$ cat src/rtl/core/iwms_ram.sv
// Generic single-write, single-read RAM with registered read data.
module iwms_ram #(
	parameter int W = 8,
	parameter int D = 16
) (
	input  logic                 clk,
	input  logic                 we,
	input  logic [$clog2(D)-1:0] waddr,
	input  logic [W-1:0]         wdata,
	input  logic [$clog2(D)-1:0] raddr,
	output logic [W-1:0]         rdata
);
	logic [W-1:0] mem [D];

	always_ff @(posedge clk) begin
		if (we) begin
			mem[waddr] <= wdata;
		end
		rdata <= mem[raddr];
	end
endmodule

$ cat config.mk
export PLATFORM = sky130hd
export DESIGN_NAME = iwms_ram
export DESIGN_NICKNAME = d
export VERILOG_FILES = /design/src/rtl/core/iwms_ram.sv
export SDC_FILE = /design/constraint.sdc
export NUM_CORES = 1
export LEC_CHECK = 0
export BUFFER_PORTS_ARGS = -buffer_cell sky130_fd_sc_hd__buf_2
export CORE_MARGIN = 2
export CORE_UTILIZATION = 50
export DETAILED_ROUTE_END_ITERATION = 10
export GPL_TIMING_DRIVEN = 0
export PLACE_DENSITY = 0.77
export SYNTH_ARGS = -nofsm -noshare
export SYNTH_HDL_FRONTEND = slang
export SYNTH_SLANG_ARGS = --single-unit
$ cat constraint.sdc
create_clock -name clk -period 2.3 [get_ports clk]
set_input_delay 0.46 -clock clk [delete_from_list [all_inputs] [get_ports clk]]
set_output_delay 0.46 -clock clk [all_outputs]
set_load 0.01 [all_outputs]
==> summary.md <==
| Metric | Value |
|---|---|
| Worst Max-Slew Pin Slew | `1250 ps` |
| Fin. Hold Viols | `0` |
| Port bufs | `24` |
| Cell area after synthesis | `5150 sq um` |
| Clock skew | `7.65 ps` |
| Mux share of post-synthesis cell area | `15.0%` |
| Post-Synth Simple-Gate Area | `3.18%` |
| WL met2 | `5030 um` |
| Commonest non-fill, non-tap cell in the layout | `edfxtp_1` |
| CP endpoint kind | `register` |
| Worst hold slack | `333 ps` |
| Largest stage delay, worst path | `970 ps` |
| GRT overflow | `0` |
| Synth Area in Compound Gates | `2.33%` |
| Post-CTS Setup Inserts | `0` |
| Via Count | `2439` |
| GPL Wtd Cong | `0.761` |
| First-pass GRT wire length | `15100 um` |
| Worst path required time | `2430 ps` |
| Post-synth net total | `247` |
| Total track usage | `19.7%` |
| Final Max Tran Viols | `0` |
| H-tree depth reported by CTS | `4` |
| XOR/XNOR Fraction of Synth Area | `0%` |
| Vert. Die Dim | `105 um` |
| Fin crit share | `84.4%` |
| Starting Density | `50.8%` |
| Synth Area in Adders | `0%` |
| Ant. Diodes | `0` |
| Unrepaired setup endpoints after global routing | `false` |
| Post-CTS resize count | `0` |
| YS warnings | `0` |
| Clk_lat worst skew | `520 ps` |
| Root buffer selected by CTS | `clkbuf_8` |
| CP arrival | `2070 ps` |
| Final Setup Violations | `0` |
| Pleak | `2.01 nW` |
| # hold bufs at CTS | `0` |
| CTS tree | `built` |
| Core area | `10100 sq um` |
| Routed len/inst | `23.9 um` |
| Commonest cells after routing, fill and taps aside | `edfxtp_1 (128), buf_2 (27), mux4_2 (18)` |
| CTS buffer count | `17` |
| Antenna violations before repair | `0` |
| Total length of routed met3 wires | `637 um` |
| Final nets | `291` |
| Outcome | `complete, no violations` |
| Max Clock Freq | `515 MHz` |
| Wl on met1 | `4260 um` |
| Minimum clock period | `1940 ps` |
| Avg Cell Area, Syn | `22.5 sq um` |
| WS Path Type | `in -> reg` |
| Pwr Density | `926 nW/um^2` |
| Final Power | `5.55 mW` |
| Clock sinks | `136` |
| DRT Pass-1 Iters | `7` |
| Post-route DRC violation count | `0` |
| Drt total wl | `10100 um` |
| Synth cell types | `19` |
| Horiz. Die Dim | `105 um` |
| Top routing layer used | `met4` |
| CP max-delay cell | `nor3_1` |
| Layout area overhead | `16.5%` |
| Worst Slack Setup Final | `359 ps` |
| Worst-path cell chain | `buf_2 > or3b_2 > nor3_1` |
| Post-Syn Instances | `229` |
| Number of global-route vias before repair | `2499` |
| Remaining antenna violation count | `0` |
| Max FO, Critical Path | `8` |
| Post-DP HPWL | `5920 um` |
| Share of cells above drive strength 1 | `29.4%` |
| Largest net degree at the start of global routing | `17` |
| Ports | `26` |
| Worst hold path class | `in -> reg` |
| Synthesis-stage register bit count | `136` |
| Sequential area share after synthesis | `77.8%` |
| Worst-path clk slew | `60 ps` |
| DRT iter0 DRCs | `223` |
| Die area | `11100 sq um` |
| Relative slew slack | `16.2%` |
| Worst setup SP type | `primary input` |
| Maximum root-to-sink buffer count | `2` |
| Pre-CTS setup slack | `-219 ps` |
| Post-DR vias/cell | `5.78` |
| Worst IR Drop VDD | `0.760 mV` |
| Maxcap violations | `0` |
| Row cnt | `37` |
| Largest family of logic cells by synthesized area | `multiplexers` |
==> through the flow <==
step                      cells  utilization, %  cell area, sq um  setup TNS (ps)
after global routing        422            59.2              6000               0
final                       422            59.2              6000               0
after global placement      389            53.6              5440           -1370
after detailed placement    389            53.6              5440           -1750
after floorplan             229               -              5150               0
after CTS                   421            59.1              5990               0
==> registers in the layout (all words and copies together) (netlist names) <==
name   flops
rdata      8
mem      128
==> cell usage after synthesis (all sizes together) <==
cell type	n	area share, %
clkdlybuf4s25	3	0.58
nor2	13	0.95
nand3	1	0.097
edfxtp	128	75
buf	7	1.1
dfxtp	8	3.1
mux4	32	15
nand2	9	0.66
nand3b	2	0.29
and2	1	0.12
or3b	1	0.17
and2b	1	0.15
nor3	4	0.39
nand2b	2	0.24
nor2b	1	0.12
a22oi	16	2.3
==> report_power, final <==
part	internal (mW)	total [mW]	switching [mW]
Clock	1.52	2.50	0.976
Sequential	2.77	2.79	0.0143
Combinational	0.110	0.268	0.158
==> kinds of logic (layout without fill, tap and decap cells) <==
logic type      count (synthesis)  after routing
mux                            32             32
simple gates                   35             35
compound gates                 16             16
buf+inv                        10             67
flops                         136            136
==> path summary, 6_finish.rpt <==
kind	from	endpoint	slack [ps]	depth (start not counted)
worst max-delay path	waddr[2]	mem[0][0]$_DFFE_PP_	360	3
worst min register to register	mem[8][4]$_DFFE_PP_	rdata[4]$_DFF_P_	690	3
worst max register to register	mem[5][0]$_DFFE_PP_	rdata[0]$_DFF_P_	870	3
worst min-delay path	wdata[5]	mem[8][5]$_DFFE_PP_	330	1
==> cell type report <==
type	count	area, sq um
Clock buffer	18	418
Buffer	10	86.3
Tap cell	136	170
Multi-Input combinational cell	83	1060
Fill cell	694	4140
Clock inverter	14	134
Sequential cell	136	4000
Timing Repair Buffer	25	128
==> layer usage <==
metal | vias up | track usage [%]
met5 | - | 0
met3 | 12 | 6.06
li1 | 1064 | -
met1 | 1257 | 26.7
met2 | 106 | 30.6
met4 | 0 | 6.67
==> critical path: cells and delay by family <==
family	cells	cell delay (ps)
buffers and inverters	1	120
AND/OR/NAND/NOR	2	1490
Note: power is estimated with default switching activity, not from simulation.
